### src/rtl/core/graph_radius_diameter_bfs_defines.svh
// Assertion macros shared by the graph radius/diameter RTL.
// Expects clk_i and rst_ni in the scope of every use.
`ifndef GRAPH_RADIUS_DIAMETER_BFS_DEFINES_SVH
`define GRAPH_RADIUS_DIAMETER_BFS_DEFINES_SVH

// Property checked on every rising clock edge once reset is released.
`define GRD_ASSERT(lbl, prop, msg) \
  lbl: assert property (@(posedge clk_i) disable iff (!rst_ni) (prop)) else $error(msg);

// Implication checked on every rising clock edge once reset is released.
`define GRD_ASSERT_IMP(lbl, ante, cons, msg) \
  lbl: assert property (@(posedge clk_i) disable iff (!rst_ni) (ante) |-> (cons)) \
    else $error(msg);

`endif

### src/rtl/core/grd_pkg.sv
// Package for the graph radius/diameter block: request types, constants, FSM states.
// No dependencies.
`timescale 1ns / 1ps
`default_nettype none

package grd_pkg;

  localparam int MaxVerticesDefault = 16;
  localparam int IdxW    = 4;
  localparam int WeightW = 4;
  localparam int CountW  = 5;
  localparam int DistW   = 8;

  localparam logic [CountW-1:0] VertexCountReset = CountW'(16);
  localparam logic [DistW-1:0]  DistMax          = 8'd255;

  typedef struct packed {
    logic [IdxW-1:0]    row_index;
    logic [IdxW-1:0]    column_index;
    logic [WeightW-1:0] edge_weight;
    logic               last_entry;
  } in_item_t;

  typedef struct packed {
    logic [DistW-1:0] radius;
    logic [DistW-1:0] diameter;
  } out_item_t;

  typedef enum logic [2:0] {
    StIdle,
    StInit,
    StPop,
    StFetch,
    StScan,
    StFinish
  } state_e;

endpackage

`default_nettype wire

### src/rtl/core/grd_ram.sv
// Generic single-write, single-read synchronous RAM with registered read data.
// No dependencies.
`timescale 1ns / 1ps
`default_nettype none

module grd_ram #(
  parameter int WIDTH = 8,
  parameter int DEPTH = 16
) (
  input  wire logic                     clk_i,
  input  wire logic                     we_i,
  input  wire logic [$clog2(DEPTH)-1:0] waddr_i,
  input  wire logic [WIDTH-1:0]         wdata_i,
  input  wire logic [$clog2(DEPTH)-1:0] raddr_i,
  output logic      [WIDTH-1:0]         rdata_o
);

  logic [WIDTH-1:0] mem_q [DEPTH];

  always_ff @(posedge clk_i) begin
    if (we_i) begin
      mem_q[waddr_i] <= wdata_i;
    end
    rdata_o <= mem_q[raddr_i];
  end

endmodule

`default_nettype wire

### src/rtl/core/graph_radius_diameter_bfs.sv
// Search: a last entry starts a BFS from each active vertex in turn; each dequeued vertex has
//   its matrix row read through the adjacency RAM read port (one edge per cycle), and the
//   result is published after the last source.
// Throughput: one entry per cycle while loading; no request is taken during a search.
// Reset: async active low; FSM idle, vertex_count = 16, result slot empty. Matrix and queue
//   RAMs are not cleared; reading an unwritten matrix entry gives undefined results.
`timescale 1ns / 1ps
`default_nettype none

`include "graph_radius_diameter_bfs_defines.svh"

module graph_radius_diameter_bfs import grd_pkg::*; #(
  parameter int MAX_VERTICES = MaxVerticesDefault
) (
  input  wire logic              clk_i,
  input  wire logic              rst_ni,
  // matrix entry requests
  input  wire logic              in_valid_i,
  output logic                   in_stall_o,
  input  wire in_item_t          in_data_i,
  // result requests
  output logic                   out_valid_o,
  input  wire logic              out_stall_i,
  output out_item_t              out_data_o,
  // vertex_count register write
  input  wire logic              cfg_valid_i,
  output logic                   cfg_ready_o,
  input  wire logic [CountW-1:0] cfg_data_i
);

  localparam int VW = $clog2(MAX_VERTICES);                  // vertex index
  localparam int CW = $clog2(MAX_VERTICES + 1);              // count up to MAX_VERTICES
  localparam int AW = $clog2(MAX_VERTICES * MAX_VERTICES);   // adjacency address
  localparam int QW = VW + DistW;                            // queue entry {vertex, dist}

  // ---------------------------------------------------------------------------
  // Registers
  // ---------------------------------------------------------------------------
  state_e              state_q, state_d;
  logic [CountW-1:0]   vcount_q, vcount_d;
  logic [VW-1:0]       src_q, src_d;          // current BFS source
  logic [CW-1:0]       head_q, head_d;        // queue read pointer
  logic [CW-1:0]       tail_q, tail_d;        // queue write pointer
  logic [CW-1:0]       scan_v_q, scan_v_d;    // next neighbor to fetch
  logic                pend_q, pend_d;        // adjacency read in flight
  logic [VW-1:0]       pend_v_q, pend_v_d;    // neighbor of that read
  logic [MAX_VERTICES-1:0] visited_q, visited_d;
  logic                out_valid_q, out_valid_d;

  // payload, no reset
  logic [VW-1:0]       cur_q, cur_d;          // vertex being expanded
  logic [DistW-1:0]    cur_dist_q, cur_dist_d;
  logic [DistW-1:0]    ecc_q, ecc_d;
  logic [DistW-1:0]    radius_q, radius_d;
  logic [DistW-1:0]    diam_q, diam_d;
  out_item_t           out_q, out_d;

  // ---------------------------------------------------------------------------
  // Memories: adjacency matrix and BFS queue (queue carries the distance too)
  // ---------------------------------------------------------------------------
  logic               adj_we;
  logic [AW-1:0]      adj_waddr;
  logic [AW-1:0]      adj_raddr;
  logic [WeightW-1:0] adj_rdata;

  logic               q_we;
  logic [VW-1:0]      q_waddr;
  logic [QW-1:0]      q_wdata;
  logic [QW-1:0]      q_rdata;

  grd_ram #(
    .WIDTH (WeightW),
    .DEPTH (MAX_VERTICES * MAX_VERTICES)
  ) u_adj_ram (
    .clk_i   (clk_i),
    .we_i    (adj_we),
    .waddr_i (adj_waddr),
    .wdata_i (in_data_i.edge_weight),
    .raddr_i (adj_raddr),
    .rdata_o (adj_rdata)
  );

  grd_ram #(
    .WIDTH (QW),
    .DEPTH (MAX_VERTICES)
  ) u_queue_ram (
    .clk_i   (clk_i),
    .we_i    (q_we),
    .waddr_i (q_waddr),
    .wdata_i (q_wdata),
    .raddr_i (head_q[VW-1:0]),
    .rdata_o (q_rdata)
  );

  // ---------------------------------------------------------------------------
  // Decode
  // ---------------------------------------------------------------------------
  logic          in_acc;
  logic          in_store;
  logic [CW-1:0] n_act;        // vertex_count clamped to 1..MAX_VERTICES
  logic          q_empty;
  logic          src_last;
  logic          scan_issue;
  logic          scan_done;
  logic          hit;          // pending neighbor gets discovered
  logic [DistW:0] dist_sum;
  logic [DistW-1:0] dist_new;
  logic          out_free;

  assign in_acc   = in_valid_i && !in_stall_o;
  assign in_store = (8'(in_data_i.row_index) < 8'(MAX_VERTICES))
                 && (8'(in_data_i.column_index) < 8'(MAX_VERTICES));

  always_comb begin
    if (vcount_q == '0) begin
      n_act = CW'(1);
    end else if (8'(vcount_q) > 8'(MAX_VERTICES)) begin
      n_act = CW'(MAX_VERTICES);
    end else begin
      n_act = CW'(vcount_q);
    end
  end

  assign q_empty    = !(head_q < tail_q);
  assign src_last   = (CW'(src_q) + CW'(1)) == n_act;
  assign scan_issue = scan_v_q < n_act;
  assign scan_done  = !scan_issue && !pend_q;

  assign hit = (state_q == StScan) && pend_q && (adj_rdata != '0)
            && !visited_q[pend_v_q] && (tail_q < CW'(MAX_VERTICES));

  // parent distance plus edge weight, saturating
  assign dist_sum = (DistW + 1)'(cur_dist_q) + (DistW + 1)'(adj_rdata);
  assign dist_new = (dist_sum > (DistW + 1)'(DistMax)) ? DistMax : dist_sum[DistW-1:0];

  // result slot can be loaded when empty or drained this cycle
  assign out_free = !out_valid_q || !out_stall_i;

  // ---------------------------------------------------------------------------
  // Next state
  // ---------------------------------------------------------------------------
  always_comb begin
    state_d = state_q;
    case (state_q)
      StIdle: begin
        if (in_acc && in_data_i.last_entry) begin
          state_d = StInit;
        end
      end
      StInit: state_d = StPop;
      StPop: begin
        if (!q_empty) begin
          state_d = StFetch;
        end else if (src_last) begin
          state_d = StFinish;
        end else begin
          state_d = StInit;
        end
      end
      StFetch: state_d = StScan;
      StScan: begin
        if (scan_done) begin
          state_d = StPop;
        end
      end
      StFinish: begin
        if (out_free) begin
          state_d = StIdle;
        end
      end
      default: state_d = StIdle;
    endcase
  end

  // ---------------------------------------------------------------------------
  // Memory controls and handshake outputs
  // ---------------------------------------------------------------------------
  always_comb begin
    adj_we    = 1'b0;
    adj_waddr = AW'(int'(in_data_i.row_index) * MAX_VERTICES + int'(in_data_i.column_index));
    adj_raddr = AW'(int'(cur_q) * MAX_VERTICES + int'(scan_v_q));
    q_we      = 1'b0;
    q_waddr   = tail_q[VW-1:0];
    q_wdata   = {pend_v_q, dist_new};
    case (state_q)
      StIdle: begin
        adj_we = in_acc && in_store;
      end
      StInit: begin
        // seed queue with the source at distance zero
        q_we    = 1'b1;
        q_waddr = '0;
        q_wdata = {src_q, {DistW{1'b0}}};
      end
      StScan: begin
        q_we = hit;
      end
      default: ;
    endcase
  end

  assign in_stall_o  = (state_q != StIdle);
  assign cfg_ready_o = 1'b1;
  assign out_valid_o = out_valid_q;
  assign out_data_o  = out_q;

  // ---------------------------------------------------------------------------
  // Datapath next values
  // ---------------------------------------------------------------------------
  always_comb begin
    vcount_d    = vcount_q;
    src_d       = src_q;
    head_d      = head_q;
    tail_d      = tail_q;
    scan_v_d    = scan_v_q;
    pend_d      = 1'b0;
    pend_v_d    = pend_v_q;
    visited_d   = visited_q;
    out_valid_d = out_valid_q;
    cur_d       = cur_q;
    cur_dist_d  = cur_dist_q;
    ecc_d       = ecc_q;
    radius_d    = radius_q;
    diam_d      = diam_q;
    out_d       = out_q;

    if (cfg_valid_i && cfg_ready_o) begin
      vcount_d = cfg_data_i;
    end

    if (out_valid_q && !out_stall_i) begin
      out_valid_d = 1'b0;
    end

    case (state_q)
      StIdle: begin
        if (in_acc && in_data_i.last_entry) begin
          src_d    = '0;
          radius_d = DistMax;
          diam_d   = '0;
        end
      end
      StInit: begin
        visited_d         = '0;
        visited_d[src_q]  = 1'b1;
        head_d            = '0;
        tail_d            = CW'(1);
        ecc_d             = '0;
      end
      StPop: begin
        if (!q_empty) begin
          head_d = head_q + CW'(1);
        end else begin
          // source finished: fold its eccentricity in
          if (ecc_q < radius_q) begin
            radius_d = ecc_q;
          end
          if (ecc_q > diam_q) begin
            diam_d = ecc_q;
          end
          if (!src_last) begin
            src_d = src_q + VW'(1);
          end
        end
      end
      StFetch: begin
        cur_d      = q_rdata[QW-1 -: VW];
        cur_dist_d = q_rdata[DistW-1:0];
        scan_v_d   = '0;
      end
      StScan: begin
        if (scan_issue) begin
          scan_v_d = scan_v_q + CW'(1);
          pend_d   = 1'b1;
          pend_v_d = scan_v_q[VW-1:0];
        end
        if (hit) begin
          visited_d[pend_v_q] = 1'b1;
          tail_d              = tail_q + CW'(1);
          if (dist_new > ecc_q) begin
            ecc_d = dist_new;
          end
        end
      end
      StFinish: begin
        if (out_free) begin
          out_valid_d     = 1'b1;
          out_d.radius    = radius_q;
          out_d.diameter  = diam_q;
        end
      end
      default: ;
    endcase
  end

  // ---------------------------------------------------------------------------
  // Registers
  // ---------------------------------------------------------------------------
  always_ff @(posedge clk_i or negedge rst_ni) begin
    if (!rst_ni) begin
      state_q     <= StIdle;
      vcount_q    <= VertexCountReset;
      src_q       <= '0;
      head_q      <= '0;
      tail_q      <= '0;
      scan_v_q    <= '0;
      pend_q      <= 1'b0;
      pend_v_q    <= '0;
      visited_q   <= '0;
      out_valid_q <= 1'b0;
    end else begin
      state_q     <= state_d;
      vcount_q    <= vcount_d;
      src_q       <= src_d;
      head_q      <= head_d;
      tail_q      <= tail_d;
      scan_v_q    <= scan_v_d;
      pend_q      <= pend_d;
      pend_v_q    <= pend_v_d;
      visited_q   <= visited_d;
      out_valid_q <= out_valid_d;
    end
  end

  always_ff @(posedge clk_i) begin
    cur_q      <= cur_d;
    cur_dist_q <= cur_dist_d;
    ecc_q      <= ecc_d;
    radius_q   <= radius_d;
    diam_q     <= diam_d;
    out_q      <= out_d;
  end

  // ---------------------------------------------------------------------------
  // Assertions
  // ---------------------------------------------------------------------------
  `GRD_ASSERT(a_head_le_tail, head_q <= tail_q, "queue read pointer passed write pointer")
  `GRD_ASSERT_IMP(a_tail_le_n, state_q == StPop || state_q == StFetch || state_q == StScan,
    tail_q <= n_act, "more vertices queued than active")
  `GRD_ASSERT_IMP(a_visited_cnt, state_q == StPop || state_q == StFetch || state_q == StScan,
    $countones(visited_q) == int'(tail_q), "visited marks disagree with queue fill")
  `GRD_ASSERT_IMP(a_pend_range, state_q == StScan && pend_q, CW'(pend_v_q) < n_act,
    "neighbor fetched beyond active vertices")
  `GRD_ASSERT_IMP(a_result_src, $rose(out_valid_q), $past(state_q) == StFinish,
    "result published outside finish state")

endmodule

`default_nettype wire

### config.mk
export PLATFORM = sky130hd
export DESIGN_NAME = graph_radius_diameter_bfs
export DESIGN_NICKNAME = d
export VERILOG_FILES = /design/src/rtl/core/grd_pkg.sv /design/src/rtl/core/grd_ram.sv /design/src/rtl/core/graph_radius_diameter_bfs.sv
export VERILOG_INCLUDE_DIRS = /design/src /design/src/rtl/core
export SDC_FILE = /design/constraint.sdc
export NUM_CORES = 2
export LEC_CHECK = 0
export BUFFER_PORTS_ARGS = -buffer_cell sky130_fd_sc_hd__buf_2
export CAP_MARGIN = 20
export CORE_MARGIN = 5
export CORE_UTILIZATION = 31
export DETAILED_ROUTE_END_ITERATION = 6
export HOLD_SLACK_MARGIN = 0.02
export PLACE_DENSITY = 0.5
export SYNTH_ARGS = -nofsm -noshare
export SYNTH_HDL_FRONTEND = slang
export SYNTH_SLANG_ARGS = --single-unit
### constraint.sdc
create_clock -name clk_i -period 4.9 [get_ports clk_i]
set_input_delay 0.245 -clock clk_i [delete_from_list [all_inputs] [get_ports clk_i]]
set_output_delay 0.245 -clock clk_i [all_outputs]
set_load 0.05 [all_outputs]
== After elaboration in Yosys (flattened, before gate mapping) ==
Memory sizes are Yosys's and may differ from the RTL's. A register that Yosys moved wholly into a read port is not among the register bits.
Index checks and enable logic that the tools add are counted.
Cells by class
  reductions and logical operators: 35
  order comparisons: 12
  mux-type cells: 51
  add/sub/neg operators: 8
  equality and inequality tests: 17
  bitwise logic cells: 1
Operators by type and width (number)
  $mux 8: 9
  $pmux 8 s2: 3
  $pmux 16 s2: 1
  $pmux 5 s2: 3
  $mux 5: 5
  $ne 2x2->1 const B: 10
  $pmux 3 s6: 1
  $gt 8x8->1: 2
  $mux 16: 1
  $mux 4: 4
  $or 16x16->16: 1
  $add 5x1->5 const B: 3
  $mux 3: 5
  $mux 1: 13
  $mux 12: 1
  $reduce_and 4->1: 3
  $logic_and 1x1->1: 10
  $lt 4x5->1 const B: 2
  $lt 5x5->1: 2
  $reduce_and 2->1: 5
  $add 8x4->9: 1
  $gt 9x8->1 const B: 1
  $add 8x4->8: 1
  $add 8x5->8: 1
  23 further kinds: 36
Storage, ports and cells
  register bits after elaboration: 101
  memory bits (writable): 1216
  input port bits: 23
  logic and storage cells: 143
  memories: 2
Memory list
  u_adj_ram.mem_q: words 256, bits a word 4, rd ports 1, clocked after Yosys merged registers in 1, write ports 1, line grd_ram.sv:18  | logic [WIDTH-1:0] mem_q [DEPTH];
  u_queue_ram.mem_q: words 16, bits a word 12, rd ports 1, clocked after Yosys merged registers in 1, write ports 1, line grd_ram.sv:18

== Logic depth before layout (Yosys ltp) ==
  depth after elaboration: 8
  depth in mapped cells: 17
  depth with buffers taken out: 17

== By module ==
A second synthesis with hierarchy kept.
Second synthesis, totals
  cell total of the unflattened synthesis: 2907
  area, all modules: 53831.6 µm²
By module, submodules not included
  grd_ram (u_adj_ram): instances 1, cells each 2051, area an instance 40675.3 µm², sequential area each 30829.6 µm²
  grd_ram (u_queue_ram): instances 1, cells each 329, area an instance 7599.8 µm², sequential area each 6005.8 µm²
  graph_radius_diameter_bfs: instances 1, cells each 527, area an instance 5556.6 µm², sequential area each 2788.9 µm²

== Least setup slack after synthesis ==
OpenSTA, ideal clock, no wires.
  path type: register to register
  from: register cur_dist_q[0]
  to: register ecc_q[0], enable pin
  cell stages (with the launch flop): 18
  arrival time: 3.255 ns
  path buffers: 0
  setup time: 0.261 ns
  slack: 1.383 ns
  cell sequence: edfxtp_1 > ha_1 > fa_1 > a21o_1 > a21oi_1 > nor2b_1 > nand3_1 > nor2_1 > nor2_1 > inv_1 > ha_1 > nor2b_1 > o21a_1 > o21a_1 > o21ai_0 > nand2b_1 > a221o_1 > a31o_2
On the way
  cells in the longest elaborated chain, start to end: 6
Ends and longest elaborated chain
  start: declaration: line graph_radius_diameter_bfs.sv:52  | logic [DistW-1:0] cur_dist_q, cur_dist_d;
  start signal: assignment: line graph_radius_diameter_bfs.sv:327  | cur_dist_q <= cur_dist_d;
  $add 8x4->9 (*): line graph_radius_diameter_bfs.sv:133  | assign dist_sum = (DistW + 1)'(cur_dist_q) + (DistW + 1)'(adj_rdata);
  $gt 9x8->1: line graph_radius_diameter_bfs.sv:134  | assign dist_new = (dist_sum > (DistW + 1)'(DistMax)) ? DistMax : dist_sum[DistW-1:0];
  $mux 8 (*): line graph_radius_diameter_bfs.sv:134
  net dist_new[1]: line graph_radius_diameter_bfs.sv:107  | logic [DistW-1:0] dist_new;
  $gt 8x8->1 (*): line graph_radius_diameter_bfs.sv:280  | if (dist_new > ecc_q) begin
  $ne 2x1->1 (no source line) (*)
  $reduce_and 3->1 (no source line) (*)
  end signal: assignment: line graph_radius_diameter_bfs.sv:328  | ecc_q <= ecc_d;
  end: declaration: line graph_radius_diameter_bfs.sv:53  | logic [DistW-1:0] ecc_q, ecc_d;
Mark *: on every way through the listed nets, which the timed path passes. The rest lies on a longest branch.
A chain may end at the register's enable or synchronous reset.

== Worst setup path in the final report ==
  from: register cur_dist_q[0]
  to: register ecc_q[1], enable pin
Same word-level chain as after synthesis.

==> results.py <==
metrics = {
    "power_and_ir_drop": {
        "ir_worst_vdd_uv": 415,
        "p_leak_nw": 19.0,
        "power_density_mw_per_mm2": 478,
    },
    "setup_path": {
        "rrSetupSlack_ps": 1050,
        "cp_max_fo": 8,
        "crit_type": "reg -> reg",
        "r2r_start": "cur_dist_q[0]",
        "startpoint": "cur_dist_q[0]",
        "r2r-end": "ecc_q[1]",
        "worstPathRequired_ps": 5390,
        "endpoint": "ecc_q[1]",
        "rr_worst_depth": 17,
        "startpoint_type": "flip-flop",
        "cp.arrival_ps": 4350,
        "cp-end-kind": "flip-flop",
    },
    "drt": {
        "wl_per_cell_um": 25.4,
        "drtPass1Iterations": 7,
        "post-route-drc-count": 0,
        "routed-via-count": 27400,
        "wl_um": 138000,
        "postRouteAntennaNets": 0,
        "avgViaCountPerCell": 5.03,
        "drtIter0Drc": 2132,
    },
    "placed_design": {
        "dp.final_hpwl_um": 84200,
        "io_buffers": 40,
        "gp_congestion": 0.780,
    },
    "die": {
        "core_mm2": 0.172,
        "io_pins": 42,
        "die_x_um": 425,
        "initial_core_util": 0.312,
        "die_height_um": 425,
        "die_area_mm2": 0.181,
        "num_rows": 152,
    },
    "logic_synthesis": {
        "synthFlopType": "edfxtp_1",
        "synth.most_common_cell": "edfxtp_1",
        "synth_edf_count": 1268,
        "ys_ff_latch": 1333,
        "synth_top_area_cell": "edfxtp_1",
        "netlist_instances": 2868,
        "ys_types": 75,
        "syn_nets": 2936,
        "synth.yosys.seq_area_share": 0.741,
        "synth_area_mm2": 0.0534,
        "synth_warnings": 0,
        "synth_area_per_cell_um2": 18.6,
        "yosys-top-cells-area": "edfxtp_1, mux4_2, nor2_1",
        "synth-async-reset-ratio": 0.0368,
        "synth_top_area_frac": 0.712,
        "yosys-top-cells-count": "edfxtp_1, nor2_1, mux4_2",
    },
    "cts": {
        "cts_tree": "done",
        "ctsLongestPathBuffers": 3,
        "clock-sinks": 1333,
        "cts_root_buf": "clkbuf_16",
        "cts_setup_buffers": 0,
        "cts_made_buffers": 146,
        "h-tree-depth": 4,
        "insertion_delay_ps": 750,
        "path_clk_slew_ps": 60,
    },
    "global_route": {
        "grt_max_degree": 153,
        "grt_pass1_wl_um": 203000,
        "grt-ovfl-total": 0,
        "grt_pass1_vias": 28300,
        "grt_usage": 0.152,
        "antenna_found_initial": 10,
    },
    "timing": {
        "hold_viol": 0,
        "drv_slew": 0,
        "max_freq_ghz": 0.260,
        "min_period_ps": 3850,
        "skew_ps": 20.3,
        "worst_pin_slew_ps": 1040,
        "hold_ws_ps": 135,
        "setup_violations": 0,
        "maxSlewHeadroom": 0.304,
        "rsz0062_at_grt": "no",
        "setup_tns_ps": 0,
        "post-route-period-util": 0.786,
    },
    "flow_run": {
        "cap_viol_max_count": 0,
    },
    "layout": {
        "final_nets": 3075,
        "post_route_cells_drive_above_1_share": 0.208,
        "syn2layout_area_growth_pct": 15.0,
    },
    "status": {
        "status": "complete, no violations",
    },
    "min_path": {
        "hold_class": "in -> async",
    },
}
-- cell families (layout without fill, tap and decap cells) --
logic type      Yosys count  in the layout  synth area share
mux                     373            373             0.136
flops                  1333           1333             0.741
buf+inv                 213            469            0.0214
xor+xnor                 18             18           0.00321
compound gates          311            311            0.0405
other cells               1              4         0.0000702
fa+ha+maj                45             45            0.0107
simple gates            574            574            0.0463
-- routing by layer --
layer | share of wire | GRT usage | routed length (um)
met2 | 0.49 | 0.251 | 67500
met3 | 0.046 | 0.0248 | 6300
met4 | 0.027 | 0.0435 | 3750
met5 | 0 | 0 | 0
met1 | 0.44 | 0.208 | 60400
-- registers in the layout, indices dropped and copies added, names as in the netlist, 8 cells and up --
name / count
radius_q: 8
visited_q: 16
u_queue_ram.mem_q: 192
diam_q: 8
out_data_o: 16
cur_dist_q: 8
u_adj_ram.mem_q: 1024
u_queue_ram.rdata_o: 12
ecc_q: 8
-- placed cells by master, fill, tap and decap left out, types with 32 or more instances in the layout --
cell type / n
edfxtp_1: 1268
nor2_1: 333
mux4_2: 275
clkbuf_16: 150
nand2_1: 100
mux2i_1: 86
buf_4: 79
a22oi_1: 53
a21oi_1: 47
inv_1: 45
dfrtp_1: 44
o21ai_0: 43
ha_1: 43
nand3_1: 36
buf_2: 36
clkinv_1: 35
a211oi_1: 33
clkbuf_1: 32
-- worst max-delay path, cell delays in order, from the launching register on --
cell and delay [ps]:
edfxtp_1 360, ha_1 230, fa_1 410, a21o_1 170, a21oi_1 210, nor2b_1 110, nand3_1 120, nor2_1 110
nor2_1 200, inv_1 70, ha_1 280, nor2b_1 140, o21a_1 160, o21a_1 160, o21ai_0 160, nand2b_1 80
a221o_1 290, a31o_2 330
-- final cells by class --
cell class                 count  area [um^2]
sequential                  1333        39600
clock buffer                 182         3870
inverter                      47          176
fill                       16100       110000
tap                         2310         2890
multi-input combinational   1322        12700
timing repair buffer         157         1430
antenna                        3         7.51
clock inverter                83          713
-- report_power, final --
group / total (mW) / internal (mW) / switching [mW]
logic: 5.25 / 2.22 / 3.04
clock network: 10.6 / 6.10 / 4.51
registers: 13.5 / 13.2 / 0.332
total: 29.4 / 21.5 / 7.88
-- timing repair --
| item | CTS | global route |
|---|---|---|
| gates resized for setup | 0 | 0 |
| hold buffers | 15 | 0 |
| endpoints found under the hold margin | 56 | 0 |
-- stage by stage --
step                utilization  instance area (um^2)  setup WS, ps  power (mW)  std cells
finish                    0.358                 61500          1050        29.4       5437
global route              0.358                 61500           768        30.6       5435
CTS                       0.358                 61400          1010        29.7       5429
detailed placement        0.330                 56600          1020        19.0       5149
global placement          0.330                 56600          1020        19.0       5146
floorplan                     -                 53400          1380        17.3       2868
-- worst min-delay path by stage --
stage / endpoint / slack [ps] / depth (start not counted)
floorplan: head_q[0] / -50 / 0
global placement: cur_dist_q[2] / 390 / 0
detailed placement: cur_q[3] / 390 / 0
CTS: u_adj_ram.mem_q[48][0] / 80 / 4
global route: u_adj_ram.mem_q[48][0] / 140 / 4
finish: vcount_q[2] / 130 / 3
Power figures use the tool's default switching activity.
